### src/rtl/timer_counter_8bit_pwm_unit_defines.svh
// ----------------------------------------------------------------------------
// timer_counter_8bit_pwm_unit_defines
// assertion macros used by the timer/counter core
// ----------------------------------------------------------------------------
`ifndef TIMER_COUNTER_8BIT_PWM_UNIT_DEFINES_SVH
`define TIMER_COUNTER_8BIT_PWM_UNIT_DEFINES_SVH

`ifndef SYNTH

// same-cycle implication, disabled during reset
`define TC_ASSERT_IMP(lbl, clk, rst_n, ante, cons) \
    lbl: assert property (@(posedge clk) disable iff (!rst_n) (ante) |-> (cons)) \
        else $error("timer/counter assertion failed");

// next-cycle implication, disabled during reset
`define TC_ASSERT_NEXT(lbl, clk, rst_n, ante, cons) \
    lbl: assert property (@(posedge clk) disable iff (!rst_n) (ante) |=> (cons)) \
        else $error("timer/counter assertion failed");

`else

`define TC_ASSERT_IMP(lbl, clk, rst_n, ante, cons)
`define TC_ASSERT_NEXT(lbl, clk, rst_n, ante, cons)

`endif

`endif

### src/rtl/tcpwm_pkg.sv
// ----------------------------------------------------------------------------
// tcpwm_pkg
// types, codes and helpers for the 8-bit timer/counter with pwm output
// ----------------------------------------------------------------------------
package tcpwm_pkg;

    localparam int CNT_W     = 8;
    localparam int PRESC_W   = 10;
    localparam int CFG_IDX_W = 3;
    localparam int CFG_DAT_W = 3;

    localparam logic [CNT_W-1:0] CNT_MAX    = 8'hFF;
    localparam logic [CNT_W-1:0] CNT_BOTTOM = 8'h00;

    // item operations
    typedef enum logic [2:0] {
        OP_TICK       = 3'd0,
        OP_WR_COUNT   = 3'd1,
        OP_WR_COMPARE = 3'd2,
        OP_READ       = 3'd3,
        OP_START      = 3'd4,
        OP_STOP       = 3'd5
    } op_e;

    // waveform modes
    typedef enum logic [1:0] {
        WM_NORMAL = 2'd0,
        WM_PHASE  = 2'd1,
        WM_CTC    = 2'd2,
        WM_FAST   = 2'd3
    } wave_mode_e;

    // compare output actions
    typedef enum logic [1:0] {
        PA_OFF    = 2'd0,
        PA_TOGGLE = 2'd1,
        PA_CLEAR  = 2'd2,
        PA_SET    = 2'd3
    } pin_action_e;

    // clock sources
    typedef enum logic [2:0] {
        CS_NONE     = 3'd0,
        CS_DIV1     = 3'd1,
        CS_DIV8     = 3'd2,
        CS_DIV64    = 3'd3,
        CS_DIV256   = 3'd4,
        CS_DIV1024  = 3'd5,
        CS_EXT_FALL = 3'd6,
        CS_EXT_RISE = 3'd7
    } clock_sel_e;

    // configuration register indexes
    typedef enum logic [CFG_IDX_W-1:0] {
        CFG_WAVE_MODE    = 3'd0,
        CFG_PIN_ACTION   = 3'd1,
        CFG_CLOCK_SELECT = 3'd2,
        CFG_OVF_IRQ_EN   = 3'd3,
        CFG_MATCH_IRQ_EN = 3'd4
    } cfg_index_e;

    typedef struct packed {
        logic [1:0] wave_mode;
        logic [1:0] pin_action;
        logic [2:0] clock_select;
        logic       overflow_irq_enable;
        logic       match_irq_enable;
    } cfg_t;

    typedef struct packed {
        logic [2:0]       op;
        logic [CNT_W-1:0] data;
        logic             ext_pin;
    } in_item_t;

    typedef struct packed {
        logic [CNT_W-1:0] count_value;
        logic             wave_pin;
        logic             overflow_irq;
        logic             match_irq;
    } out_item_t;

    // low prescaler bits that must be zero for a counter advance
    function automatic logic [PRESC_W-1:0] presc_mask(input logic [2:0] cs);
        logic [PRESC_W-1:0] m;
        begin
            case (cs)
                CS_DIV8:    m = 10'h007;
                CS_DIV64:   m = 10'h03F;
                CS_DIV256:  m = 10'h0FF;
                CS_DIV1024: m = 10'h3FF;
                default:    m = 10'h000;
            endcase
            return m;
        end
    endfunction

endpackage

### src/rtl/tcpwm_cfg_regs.sv
// ----------------------------------------------------------------------------
// tcpwm_cfg_regs
// configuration register file written through the plain write port
// ----------------------------------------------------------------------------
module tcpwm_cfg_regs (
    input  logic                           clk,
    input  logic                           rst_n,
    input  logic                           wr_en,
    input  logic [tcpwm_pkg::CFG_IDX_W-1:0] wr_index,
    input  logic [tcpwm_pkg::CFG_DAT_W-1:0] wr_data,
    output tcpwm_pkg::cfg_t                cfg
);
    import tcpwm_pkg::*;

    cfg_t cfg_reg;
    cfg_t cfg_next;

    // register decode, out-of-range indexes are ignored
    always_comb
    begin
        cfg_next = cfg_reg;
        if (wr_en)
        begin
            unique case (wr_index)
                CFG_WAVE_MODE:    cfg_next.wave_mode           = wr_data[1:0];
                CFG_PIN_ACTION:   cfg_next.pin_action          = wr_data[1:0];
                CFG_CLOCK_SELECT: cfg_next.clock_select        = wr_data;
                CFG_OVF_IRQ_EN:   cfg_next.overflow_irq_enable = wr_data[0];
                CFG_MATCH_IRQ_EN: cfg_next.match_irq_enable    = wr_data[0];
                default:          cfg_next = cfg_reg;
            endcase
        end
    end

    always_ff @(posedge clk or negedge rst_n)
    begin
        if (!rst_n)
        begin
            cfg_reg <= '0;
        end
        else
        begin
            cfg_reg <= cfg_next;
        end
    end

    assign cfg = cfg_reg;

endmodule

### src/rtl/tcpwm_in_reg.sv
// ----------------------------------------------------------------------------
// tcpwm_in_reg
// input register stage, holds one item until the core takes it
// ----------------------------------------------------------------------------
module tcpwm_in_reg (
    input  logic                 clk,
    input  logic                 rst_n,
    input  logic                 in_valid,
    output logic                 in_stall,
    input  tcpwm_pkg::in_item_t  in_item,
    input  logic                 take_ok,
    output logic                 item_valid,
    output tcpwm_pkg::in_item_t  item
);
    import tcpwm_pkg::*;

    logic     valid_reg;
    logic     valid_next;
    in_item_t item_reg;

    // stall only while a held item cannot move on
    assign in_stall   = valid_reg && !take_ok;
    assign valid_next = in_stall ? valid_reg : in_valid;

    always_ff @(posedge clk or negedge rst_n)
    begin
        if (!rst_n)
        begin
            valid_reg <= 1'b0;
        end
        else
        begin
            valid_reg <= valid_next;
        end
    end

    // payload capture on a transfer
    always_ff @(posedge clk)
    begin
        if (in_valid && !in_stall)
        begin
            item_reg <= in_item;
        end
    end

    assign item_valid = valid_reg;
    assign item       = item_reg;

endmodule

### src/rtl/tcpwm_core.sv
// ----------------------------------------------------------------------------
// tcpwm_core
// timer state, prescaler, waveform modes and compare output for one item
// ----------------------------------------------------------------------------
`include "timer_counter_8bit_pwm_unit_defines.svh"

module tcpwm_core (
    input  logic                 clk,
    input  logic                 rst_n,
    input  tcpwm_pkg::cfg_t      cfg,
    input  logic                 fire,
    input  tcpwm_pkg::in_item_t  item,
    output tcpwm_pkg::out_item_t res
);
    import tcpwm_pkg::*;

    logic [CNT_W-1:0]   count_reg,    count_next;
    logic [CNT_W-1:0]   compare_reg,  compare_next;
    logic [PRESC_W-1:0] prescale_reg, prescale_next;
    logic               down_reg,     down_next;
    logic               pin_reg,      pin_next;
    logic               run_reg,      run_next;
    logic               last_ext_reg, last_ext_next;

    logic [PRESC_W-1:0] presc_inc;
    logic               presc_used;
    logic               tick_clk;

    logic               dir_pre;
    logic [CNT_W-1:0]   adv_count;
    logic               adv_down;
    logic               adv_pin;
    logic               adv_ovf;
    logic               adv_match;

    logic               ovf_evt;
    logic               match_evt;
    logic               pin_connected;

    // clock source selection and prescaler
    assign presc_inc  = prescale_reg + 10'd1;
    assign presc_used = (cfg.clock_select != CS_NONE) && (cfg.clock_select != CS_EXT_FALL)
                        && (cfg.clock_select != CS_EXT_RISE);

    always_comb
    begin
        case (cfg.clock_select)
            CS_NONE:     tick_clk = 1'b0;
            CS_EXT_FALL: tick_clk = last_ext_reg && !item.ext_pin;
            CS_EXT_RISE: tick_clk = !last_ext_reg && item.ext_pin;
            default:     tick_clk = ((presc_inc & presc_mask(cfg.clock_select)) == '0);
        endcase
        tick_clk = tick_clk && run_reg;
    end

    // one counter advance in the selected waveform mode
    always_comb
    begin
        dir_pre   = down_reg;
        adv_count = count_reg + 8'd1;
        adv_down  = down_reg;
        adv_pin   = pin_reg;
        adv_ovf   = 1'b0;
        adv_match = 1'b0;
        if (cfg.wave_mode == WM_PHASE)
        begin
            // turn around at top or bottom, also after a counter write
            if (!down_reg && count_reg == CNT_MAX)
            begin
                dir_pre = 1'b1;
            end
            else if (down_reg && count_reg == CNT_BOTTOM)
            begin
                dir_pre = 1'b0;
            end
            adv_count = dir_pre ? count_reg - 8'd1 : count_reg + 8'd1;
            adv_down  = dir_pre;
            if (adv_count == CNT_MAX)
            begin
                adv_down = 1'b1;
            end
            if (adv_count == CNT_BOTTOM)
            begin
                adv_down = 1'b0;
                adv_ovf  = 1'b1;
            end
            adv_match = (adv_count == compare_reg);
            if (adv_match)
            begin
                case (cfg.pin_action)
                    PA_CLEAR: adv_pin = adv_down;
                    PA_SET:   adv_pin = !adv_down;
                    default:  adv_pin = pin_reg;
                endcase
            end
        end
        else
        begin
            if (cfg.wave_mode == WM_CTC && count_reg == compare_reg)
            begin
                adv_count = CNT_BOTTOM;
            end
            // wrap at top, fast pwm restarts the output period here
            if (count_reg == CNT_MAX)
            begin
                adv_ovf = 1'b1;
                if (cfg.wave_mode == WM_FAST)
                begin
                    if (cfg.pin_action == PA_CLEAR)
                    begin
                        adv_pin = 1'b1;
                    end
                    else if (cfg.pin_action == PA_SET)
                    begin
                        adv_pin = 1'b0;
                    end
                end
            end
            adv_match = (adv_count == compare_reg);
            if (adv_match)
            begin
                if (cfg.wave_mode == WM_FAST)
                begin
                    if (cfg.pin_action == PA_CLEAR)
                    begin
                        adv_pin = 1'b0;
                    end
                    else if (cfg.pin_action == PA_SET)
                    begin
                        adv_pin = 1'b1;
                    end
                end
                else
                begin
                    case (cfg.pin_action)
                        PA_TOGGLE: adv_pin = !adv_pin;
                        PA_CLEAR:  adv_pin = 1'b0;
                        PA_SET:    adv_pin = 1'b1;
                        default:   adv_pin = adv_pin;
                    endcase
                end
            end
        end
    end

    // operation decode and next state
    always_comb
    begin
        count_next    = count_reg;
        compare_next  = compare_reg;
        prescale_next = prescale_reg;
        down_next     = down_reg;
        pin_next      = pin_reg;
        run_next      = run_reg;
        last_ext_next = last_ext_reg;
        ovf_evt       = 1'b0;
        match_evt     = 1'b0;
        if (fire)
        begin
            unique case (item.op)
                OP_TICK:
                begin
                    last_ext_next = item.ext_pin;
                    if (run_reg && presc_used)
                    begin
                        prescale_next = presc_inc;
                    end
                    if (tick_clk)
                    begin
                        count_next = adv_count;
                        down_next  = adv_down;
                        pin_next   = adv_pin;
                        ovf_evt    = adv_ovf;
                        match_evt  = adv_match;
                    end
                end
                OP_WR_COUNT:   count_next = item.data;
                OP_WR_COMPARE: compare_next = item.data;
                OP_START:
                begin
                    run_next      = 1'b1;
                    prescale_next = '0;
                end
                OP_STOP:       run_next = 1'b0;
                default:       count_next = count_reg;
            endcase
        end
    end

    // state registers
    always_ff @(posedge clk or negedge rst_n)
    begin
        if (!rst_n)
        begin
            count_reg    <= '0;
            compare_reg  <= '0;
            prescale_reg <= '0;
            down_reg     <= 1'b0;
            pin_reg      <= 1'b0;
            run_reg      <= 1'b0;
            last_ext_reg <= 1'b0;
        end
        else
        begin
            count_reg    <= count_next;
            compare_reg  <= compare_next;
            prescale_reg <= prescale_next;
            down_reg     <= down_next;
            pin_reg      <= pin_next;
            run_reg      <= run_next;
            last_ext_reg <= last_ext_next;
        end
    end

    // result for this item, pin reads low when disconnected
    assign pin_connected = (cfg.pin_action != PA_OFF)
                           && !((cfg.wave_mode == WM_PHASE || cfg.wave_mode == WM_FAST)
                                && cfg.pin_action == PA_TOGGLE);

    assign res.count_value  = count_next;
    assign res.wave_pin     = pin_connected && pin_next;
    assign res.overflow_irq = ovf_evt && cfg.overflow_irq_enable;
    assign res.match_irq    = match_evt && cfg.match_irq_enable;

    // checks
    `TC_ASSERT_NEXT(a_count_write, clk, rst_n, fire && item.op == OP_WR_COUNT, count_reg == $past(item.data))
    `TC_ASSERT_NEXT(a_stop_halts, clk, rst_n, fire && item.op == OP_STOP, !run_reg)
    `TC_ASSERT_NEXT(a_start_clears, clk, rst_n, fire && item.op == OP_START, run_reg && prescale_reg == '0)
    `TC_ASSERT_IMP(a_irq_tick_only, clk, rst_n, fire && item.op != OP_TICK, !res.overflow_irq && !res.match_irq)

endmodule

### src/rtl/tcpwm_out_reg.sv
// ----------------------------------------------------------------------------
// tcpwm_out_reg
// result register, holds one result until the consumer takes it
// ----------------------------------------------------------------------------
module tcpwm_out_reg (
    input  logic                  clk,
    input  logic                  rst_n,
    input  logic                  item_valid,
    input  tcpwm_pkg::out_item_t  res,
    output logic                  take_ok,
    output logic                  out_valid,
    input  logic                  out_stall,
    output tcpwm_pkg::out_item_t  out_item
);
    import tcpwm_pkg::*;

    logic      valid_reg;
    logic      valid_next;
    out_item_t res_reg;

    // free when empty or when the held result transfers this cycle
    assign take_ok    = !valid_reg || !out_stall;
    assign valid_next = take_ok ? item_valid : valid_reg;

    always_ff @(posedge clk or negedge rst_n)
    begin
        if (!rst_n)
        begin
            valid_reg <= 1'b0;
        end
        else
        begin
            valid_reg <= valid_next;
        end
    end

    // result capture
    always_ff @(posedge clk)
    begin
        if (take_ok && item_valid)
        begin
            res_reg <= res;
        end
    end

    assign out_valid = valid_reg;
    assign out_item  = res_reg;

endmodule

### src/rtl/timer_counter_8bit_pwm_unit.sv
// ----------------------------------------------------------------------------
// timer_counter_8bit_pwm_unit
// 8-bit timer/counter with prescaler, four waveform modes and compare output
//
//   channel   direction  handshake            payload
//   in        input      in_valid / in_stall  in_data   (op, data, ext_pin)
//   out       output     out_valid / out_stall out_data (count, pin, irqs)
//   config    input      wr_en                wr_index, wr_data
//
// one item per cycle sustained while out_stall is low; an item is held in
// the input register and then appears at the result register
// the timer state update is one pass of logic from input to result register
// rst_n clears the configuration, the timer state and both valid flags
// out_stall holds the result register; in_stall rises only when the input
// register is also full
// ----------------------------------------------------------------------------
module timer_counter_8bit_pwm_unit (
    input  logic                            clk,
    input  logic                            rst_n,
    input  logic                            in_valid,
    output logic                            in_stall,
    input  tcpwm_pkg::in_item_t             in_data,
    output logic                            out_valid,
    input  logic                            out_stall,
    output tcpwm_pkg::out_item_t            out_data,
    input  logic                            wr_en,
    input  logic [tcpwm_pkg::CFG_IDX_W-1:0] wr_index,
    input  logic [tcpwm_pkg::CFG_DAT_W-1:0] wr_data
);
    import tcpwm_pkg::*;

    cfg_t      cfg;
    in_item_t  item;
    out_item_t res;
    logic      item_valid;
    logic      take_ok;

    // configuration registers
    tcpwm_cfg_regs u_cfg (
        .clk      (clk),
        .rst_n    (rst_n),
        .wr_en    (wr_en),
        .wr_index (wr_index),
        .wr_data  (wr_data),
        .cfg      (cfg)
    );

    // input register
    tcpwm_in_reg u_in (
        .clk        (clk),
        .rst_n      (rst_n),
        .in_valid   (in_valid),
        .in_stall   (in_stall),
        .in_item    (in_data),
        .take_ok    (take_ok),
        .item_valid (item_valid),
        .item       (item)
    );

    // timer state and step logic
    tcpwm_core u_core (
        .clk   (clk),
        .rst_n (rst_n),
        .cfg   (cfg),
        .fire  (item_valid && take_ok),
        .item  (item),
        .res   (res)
    );

    // result register
    tcpwm_out_reg u_out (
        .clk        (clk),
        .rst_n      (rst_n),
        .item_valid (item_valid),
        .res        (res),
        .take_ok    (take_ok),
        .out_valid  (out_valid),
        .out_stall  (out_stall),
        .out_item   (out_data)
    );

endmodule
### config.mk
export PLATFORM = sky130hd
export DESIGN_NAME = timer_counter_8bit_pwm_unit
export DESIGN_NICKNAME = d
export VERILOG_FILES = /design/src/rtl/tcpwm_pkg.sv /design/src/rtl/tcpwm_cfg_regs.sv /design/src/rtl/tcpwm_in_reg.sv /design/src/rtl/tcpwm_core.sv /design/src/rtl/tcpwm_out_reg.sv /design/src/rtl/timer_counter_8bit_pwm_unit.sv
export VERILOG_INCLUDE_DIRS = /design/src /design/src/rtl
export SDC_FILE = /design/constraint.sdc
export NUM_CORES = 1
export LEC_CHECK = 0
export ABC_AREA = 1
export BUFFER_PORTS_ARGS = -buffer_cell sky130_fd_sc_hd__buf_2
export CAP_MARGIN = 20
export CORE_ASPECT_RATIO = 1.25
export CORE_UTILIZATION = 40
export DETAILED_ROUTE_END_ITERATION = 16
export PLACE_DENSITY = 0.56
export SLEW_MARGIN = 30
export SYNTH_ARGS = -nofsm -noshare
export SYNTH_HDL_FRONTEND = slang
export SYNTH_SLANG_ARGS = --single-unit
### constraint.sdc
create_clock -name clk -period 2.9 [get_ports clk]
set_clock_uncertainty 0.1 [all_clocks]
set_input_delay 0.435 -clock clk [delete_from_list [all_inputs] [get_ports clk]]
set_output_delay 0.435 -clock clk [all_outputs]
set_load 0.03 [all_outputs]
==> results, run 1 <==
- Tracing the worst setup path back leads to its startpoint at u_core.prescale_reg[0]$_DFFE_PN0P_.
- The run finished, with violations left.
- In this run, distinct cell masters in the synthesized netlist total 37.
- The via count of the first global-routing pass is 3709.
- The library cell used most frequently in the layout, excluding fill and tap cells, is sky130_fd_sc_hd__nand2_1.
- The number of flip-flops under the largest register name is 12.
- The global router's overall resource usage is 21.5%.
- Headroom to the max-slew limit came out at 61.9%.
- Counting every sink on the clock net gives 64.
- The first TritonRoute pass finished after 5 iterations.
- The worst register-to-register path has a setup slack of 0.29 ns.
- Among the stages of the critical path, the cell type that occurs most often is sky130_fd_sc_hd__nand2_1.
- The number of nets handed over by synthesis was 611.
- After detailed routing, the number of vias per cell comes to 5.00.
- In this run the mean area of a mapped cell was 7.30 sq um.
- The synthesized area is 4260 sq um.
- The number of cells produced by synthesis is 584.
- The number of pins with negative max-slew slack in the final report is 0.
- The H-tree generated during clock tree synthesis spans 3 levels.
- The slew of the pin with the lowest slew margin is 0.572 ns.
- For this run the aggregate overflow at the end of global routing stands at 0.
- TritonCTS created 9 clock buffers.
- The end-of-flow core utilization is 48.7%.
- STA classifies the critical path startpoint as a register.
- The clock latency reported for the late side of the worst-skew pair is 0.33 ns.
- Summed over all cells, the static leakage comes to 2.42 nW.
- The largest incremental delay on the critical path is 0.40 ns.
- For this design the ratio of total power to cell area is 948 nW/um^2.
- The I/O pin total is 36.
- The total number of yosys warnings is 0.
- The register bit total from synthesis is 64.
- Of the total synthesized cell area, the portion taken by full adders, half adders and majority gates is 1.17%.
- The highest clock rate is 383 MHz.
- The synthesized netlist devotes 2.47% of its cell area to XOR and XNOR gates.
- The tightest min-delay check is of the primary input to async pin type.
- The worst slack after detailed placement is 0.117 ns.
- Cells with a size suffix above 1 make up 18.8% of the layout.
- Routability-driven placement finished with a final weighted congestion of 0.874.
- The critical path goes through ha_1, nand2_1, nor2_2, nand3_2, nor2_2, nand2_1, nand2_1, nand2_1, o21ai_1, nand4_1, buf_4, o21ai_0, nand2_1.
- The multi-input combinational cells in the finished layout cover a total of 2170 sq um.
- From synthesis to final layout, the design area changed by 16.8%.
- The TritonCTS clock tree is built.
- The wire length of the first global-routing pass is 18100 um.
- The arrival time at the worst endpoint is 2.56 ns.
- Once the floorplan was initialized, standard cells occupied 41.7% of the core.
- The per-cell routed wire length is 14.2 um.
- The number of port buffers is 35.
- The portion of the clock cycle consumed by the worst path in the final layout is 90.0%.
- The checks that failed: hold timing.
- The wire length reported by the detailed router is 10900 um.
- Across the VDD grid, the largest voltage drop is 0.562 mV.
- After clock tree synthesis, the clock-pin slew on the worst setup and hold paths is 0.06 ns.
- The worst setup path is captured at a register.
- The worst hold margin is -0.00634 ns.
- The core region is 10200 sq um.
- The repair_antennas step left the layout with diodes totalling 0.
- After the first detailed-routing iteration, the DRC count stood at 254.
- The buffer cell driving the clock tree root is sky130_fd_sc_hd__clkbuf_16.
- The compound-cell area share of the yosys netlist is 11.6%.
- The number of hold violations in the final report was 4.
- For this run, the register share of the synthesized area comes to 40.3%.
- Data on the critical path is required at its endpoint by 2.86 ns.
- In the final design database the tool counted 659 nets.
- The full die area is 11100 sq um.
- The critical setup path kind is register to register.
- The count of standard-cell rows is 41.
- The highest-delay cell along the critical path is sky130_fd_sc_hd__dfrtp_2.
- The maximum buffer depth of the clock tree is 2.
- The register area is 1720 sq um.
- The number of vias in the routed layout is 3829.
- The chip width is 94.3 um.
- Entering global routing, the biggest net connects 42 pins.
- The placed wire-length estimate is 8380 um.
- For this run, design rule violations remaining after detail routing come to 0.
- The maximum fanout along the worst path is 8.
- The height of the die is 117 um.
- In this run the critical register-to-register path is launched from u_core.prescale_reg[0]$_DFFE_PN0P_.
- The initial antenna violation count is 0.
- The library cells used most frequently in the layout, excluding fill and tap cells, are 176 x sky130_fd_sc_hd__nand2_1, 74 x sky130_fd_sc_hd__inv_1, 48 x sky130_fd_sc_hd__o21ai_0.
- Summing the areas of all and, or, nand and nor instances in the mapped netlist gives 34.7% of the synthesized area.
- The final critical delay including setup and external delays is 2.61 ns.
- The main combinational cell family by area after synthesis is simple AND/OR/NAND/NOR gates.
- The count of nets left with antenna violations once routing finished came out at 0.
- The minimum setup slack in the final design is 0.291 ns.
- The hold-fix buffer count after cts is 0.
- The layout filler cell count is 1029.
- Setup violations remaining at the end of the flow were counted as 0.
- The total of max-cap violations is 0.
- The portion of synthesized area spent on multiplexers is 0%.
-- path summary, 6_finish.rpt --
check                                                      to  cells after the start
hold reg to reg                   u_out.out_valid$_DFFE_PN0N_                      2
setup / recovery                  u_out.out_item[5]$_DFFE_PP_                     13
setup reg to reg                  u_out.out_item[5]$_DFFE_PP_                     13
max in group asynchronous  u_core.prescale_reg[0]$_DFFE_PN0P_                      1
min in group clk                       u_in.item[8]$_DFFE_PP_                      1
hold / removal                  u_core.count_reg[4]$_DFF_PN0_                      1
-- cell families (layout without fill, tap and decap cells) --
logic type | Yosys count | count (layout)
buffers and inverters | 95 | 148
flip-flops | 64 | 64
adder cells (fa/ha/maj) | 4 | 4
AND/OR/NAND/NOR | 322 | 322
AO/OA/AOI/OAI | 87 | 87
XOR/XNOR | 12 | 12
-- power breakdown --
group / switching, mW / internal [mW] / leakage, nW
registers: 0.287 / 1.19 / 0.735
clock network: 0.379 / 0.701 / 0.152
logic: 1.39 / 0.773 / 1.53
-- critical path, delay by kind of cell (launching register included) --
family	cells	cell delay, ns
and+or+nand+nor	9	0.99
AOI/OAI and AO/OA	2	0.38
DFF	1	0.40
buffers and inverters	1	0.26
adders and majority gates	1	0.20
-- repair_timing --
item / CTS / global route
gates resized for setup: 0 / 19
endpoints found under the setup margin: 0 / 8
endpoints found under the hold margin: 0 / 0
setup buffers: 0 / 2
-- routing by layer --
| metal | share of wire [%] | up-vias | wire (um) | track usage, % |
|---|---|---|---|---|
| met2 | 47 | 88 | 5170 | 34.4 |
| met1 | 47 | 1746 | 5080 | 28.6 |
| li1 | - | 1980 | - | - |
| met5 | 0 | - | 0 | 0 |
| met4 | 2.1 | 0 | 227 | 6.54 |
| met3 | 3.8 | 15 | 416 | 4.86 |
-- synth_stat cells, drive strengths merged --
master | n | share of area (%)
a211oi | 2 | 0.35
a21oi | 17 | 2.3
a22oi | 8 | 1.4
a32o | 1 | 0.23
buf | 9 | 2.1
clkbuf | 4 | 0.38
dfrtp | 41 | 24
edfxtp | 23 | 16
ha | 4 | 1.2
inv | 82 | 7.3
nand2 | 198 | 19
nand3 | 51 | 6.7
nand3b | 2 | 0.44
nand4 | 5 | 0.73
nor2 | 56 | 6.3
nor3 | 10 | 1.2
o211ai | 2 | 0.35
o21a | 1 | 0.18
o21ai | 50 | 5.9
o21bai | 1 | 0.18
o22ai | 5 | 0.73
xnor2 | 1 | 0.21
xor2 | 11 | 2.3
-- final cells by class --
type,count,share of cell area [%]
clock inverters,1,0.126
well taps,129,3.24
inverters,82,6.34
multi-input cells,425,43.6
clock buffers,15,6.01
flip-flops and latches,64,34.6
repair buffers,50,6.08
-- per-stage QoR --
stage	instance area, sq um	hold WS (ns)	setup TNS (ns)	std cells	total power [mW]
CTS	4910	0.0130	0	764	4.68
global route	4980	0.0363	-0.00740	766	5.09
finish	4980	-0.00634	0	766	4.72
global placement	4600	0.357	0	748	3.55
detailed placement	4600	0.362	0	748	3.57
floorplan	4260	0.0394	0	584	3.06
(Power assumes the default switching activity.)
==> run 2: changes to the inputs <==
Settings changed: PLACE_DENSITY 0.56 to unset.
==> results, run 2 (same netlist as run 1, synthesis figures left out) <==
- The number of nets at the end of the flow is 659.
- At the pin with the least slew margin, the transition time is 0.445 ns.
- Internal power comes to 2.66 mW.
- The depth of the worst register-to-register path is 21.
- The post-layout instance count excluding filler cells is 766.
- Clock tree synthesis selected as its root buffer the cell sky130_fd_sc_hd__clkbuf_16.
- The maximum fanout along the worst path is 13.
- The run finished with clean final reports.
- The total of max-cap violations is 0.
- For the worst setup path, the data arrival time is 2.60 ns.
- The switching part of the total power is 43.9%.
- The initial DRC count is 232.
- The maximum buffer depth of the clock tree is 2.
- The initial antenna violation count came to 0.
- The worst hold path belongs to the class primary input to register.
- The chip width is 94.3 um.
- Once detailed placement completed, the half-perimeter wirelength came to 8400 um.
- In this run the tool buffered the top-level ports with 35 buffer cells.
- The maximum level of the CTS H-tree is 3.
- The number of hold violations in the final report came to 0.
- For this design the total switching power over the nets is 2.08 mW.
- Walking the worst path, the cells encountered are inv_2, ha_1, nand2_1, inv_1, nand2_1, nor2_8, inv_4, nand2_8, nand2_1, nand2_1, nand2_1, nand2_1, nand2_1, nor2_4, nand3_2, inv_1, nand3_1, nand2_1, nand2_1, nand2_1, nor2_2.
- Setup total negative slack on the finished layout was measured at 0 ns.
- The highest clock rate is 382 MHz.
- The first global-routing pass estimated 18300 um of wire.
- Sequential cells burn 30.9% of the power.
- The global router's overall resource usage is 21.7%.
- The congestion estimate from routability-driven global placement came to 0.892.
- The routed design has 10900 um of wire.
- The number of pins with negative max-slew slack in the final report is 0.
- The TritonCTS clock tree is built.
- The number of CTS-inserted buffers is 9.
- The worst-case IR drop observed on VDD is 0.435 mV.
- The power density relative to cell area is 954 nW/um^2.
- The first-pass detailed-route iteration total is 4.
- For this design, the slowest cell found on the critical path is sky130_fd_sc_hd__dfrtp_2.
- The portion of the clock cycle consumed by the worst path in the final layout is 90.4%.
- The number of sinks driven by the clock tree is 64.
- Dividing the detail-routed via count by the number of cells gives 5.06.
- The DRC violation count after routing is 0.
- After global routing the overflow that remains totals 0.
- The kind of cell adding the most delay to the critical path is simple AND/OR/NAND/NOR gates.
- The number of flip-flops under the largest register name is 12.
- 0 antenna diodes ended up in the layout.
- The layout filler cell count is 1014.
- The number of placed instances, taps included, is 749.
- In this run the count of I/O pins placed on the die edge is 36.
- Relative to the synthesized area, the layout overhead comes to 16.6%.
- The clock network fraction of design power is 23.9%.
- Setup repair after global routing left no endpoint under its margin.
- The antenna violation net count after detailed routing is 0.
- Entering global routing, the biggest net connects 28 pins.
- The worst path needs 2.62 ns of the cycle, external delays included.
- The routed layout has 3878 vias.
- The worst slack after detailed placement is 0.179 ns.
- The initial utilization of the core area, before any placement, comes to 41.7%.
- The height of the die is 117 um.
- STA puts the critical path data required time at 2.88 ns.
- The post-route netlist has 18.7% of its cells at a drive strength greater than 1.
- The most numerous cell type found on the critical path is sky130_fd_sc_hd__nand2_1.
- Setup violations remaining at the end of the flow were counted as 0.
- The worst pin sits at a relative slew slack of 70.3%.
- The critical setup path kind is register to register.
- The worst hold path stage count is 1.
- In this design, the stage delay of the slowest critical-path cell is 0.46 ns.
- Measured on the finished design, the core utilization comes to 48.7%.
- Counting buffers and inverters, the worst setup path is 21 cells deep.
- The library cells used most frequently in the layout, excluding fill and tap cells, are 177 x sky130_fd_sc_hd__nand2_1, 74 x sky130_fd_sc_hd__inv_1, 48 x sky130_fd_sc_hd__o21ai_0.
- The count of standard-cell rows is 41.
- Summed over all cells, the static leakage comes to 2.42 nW.
- Leaving out fill and tap cells, the most frequent cell in the layout is sky130_fd_sc_hd__nand2_1.
- The share of power burned in combinational logic is 45.3%.
- The element type at the critical path end is a register.
- The clock-pin transition on the worst setup and hold timing paths is 0.05 ns.
- The via count of the first global-routing pass came to 3806.
- The core region is 10200 sq um.
- The minimum setup slack in the final design is 0.280 ns.
- The full die area is 11100 sq um.
- The total buffers and inverters traversed by the critical path is 4.
- The worst setup path is launched from a register.
- The per-cell routed wire length is 14.2 um.
- The clock latency reported for the late side of the worst-skew pair is 0.33 ns.
## run 2: timing repair
item / in CTS / in global routing
hold buffers: 1 / 0
endpoints found under the hold margin: 14 / 0
endpoints found under the setup margin: 0 / 10
gates resized for setup: 0 / 14
setup buffers: 0 / 0
## run 2: stage by stage
stage	power, mW	instance area (sq um)	hold WS, ns
floorplan	3.06	4260	0.0394
global placement	3.56	4590	0.352
detailed placement	3.58	4610	0.286
CTS	4.74	4940	0.164
global route	5.12	4970	0.166
finish	4.74	4970	0.175
## run 2: area by class of cell
type	instances	area, sq um	share of cell area, %
Clock buffer	12	267	5.36
Clock inverter	4	51.3	1.03
Inverter	82	310	6.24
Multi-Input combinational cell	425	2160	43.4
Sequential cell	64	1720	34.6
Tap cell	129	161	3.25
Timing Repair Buffer	50	303	6.09
## run 2: metal layers
metal / share of wire [%] / routed length, um / global-route usage [%] / vias to the layer above
met5: 0 / 0 / 0 / -
met4: 1.4 / 151 / 6.54 / 0
met3: 2.7 / 294 / 4.02 / 10
met2: 51 / 5520 / 36.7 / 82
met1: 45 / 4930 / 27.7 / 1811
li1: - / - / - / 1975
## run 2: power groups by stage
stage	Combinational, mW	Clock, mW	Sequential, mW
floorplan	1.67	0	1.39
global placement	2.09	0	1.46
CTS	2.13	1.16	1.45
finish	2.15	1.13	1.46
global route	2.43	1.19	1.50
detailed placement	2.11	0	1.47
## run 2: worst paths after layout
path	from	end	slack, ns
worst max register to register	u_core.count_reg[0]$_DFF_PN0_	u_out.out_item[2]$_DFFE_PP_	0.28
worst min-delay path	in_data[6]	u_in.item[6]$_DFFE_PP_	0.18
max in group asynchronous	rst_n	u_core.prescale_reg[0]$_DFFE_PN0P_	1.75
min in group asynchronous	rst_n	u_out.out_valid$_DFFE_PN0N_	0.46
worst max-delay path	u_core.count_reg[0]$_DFF_PN0_	u_out.out_item[2]$_DFFE_PP_	0.28
worst min register to register	u_in.item_valid$_DFFE_PN0N_	u_out.out_valid$_DFFE_PN0N_	0.37
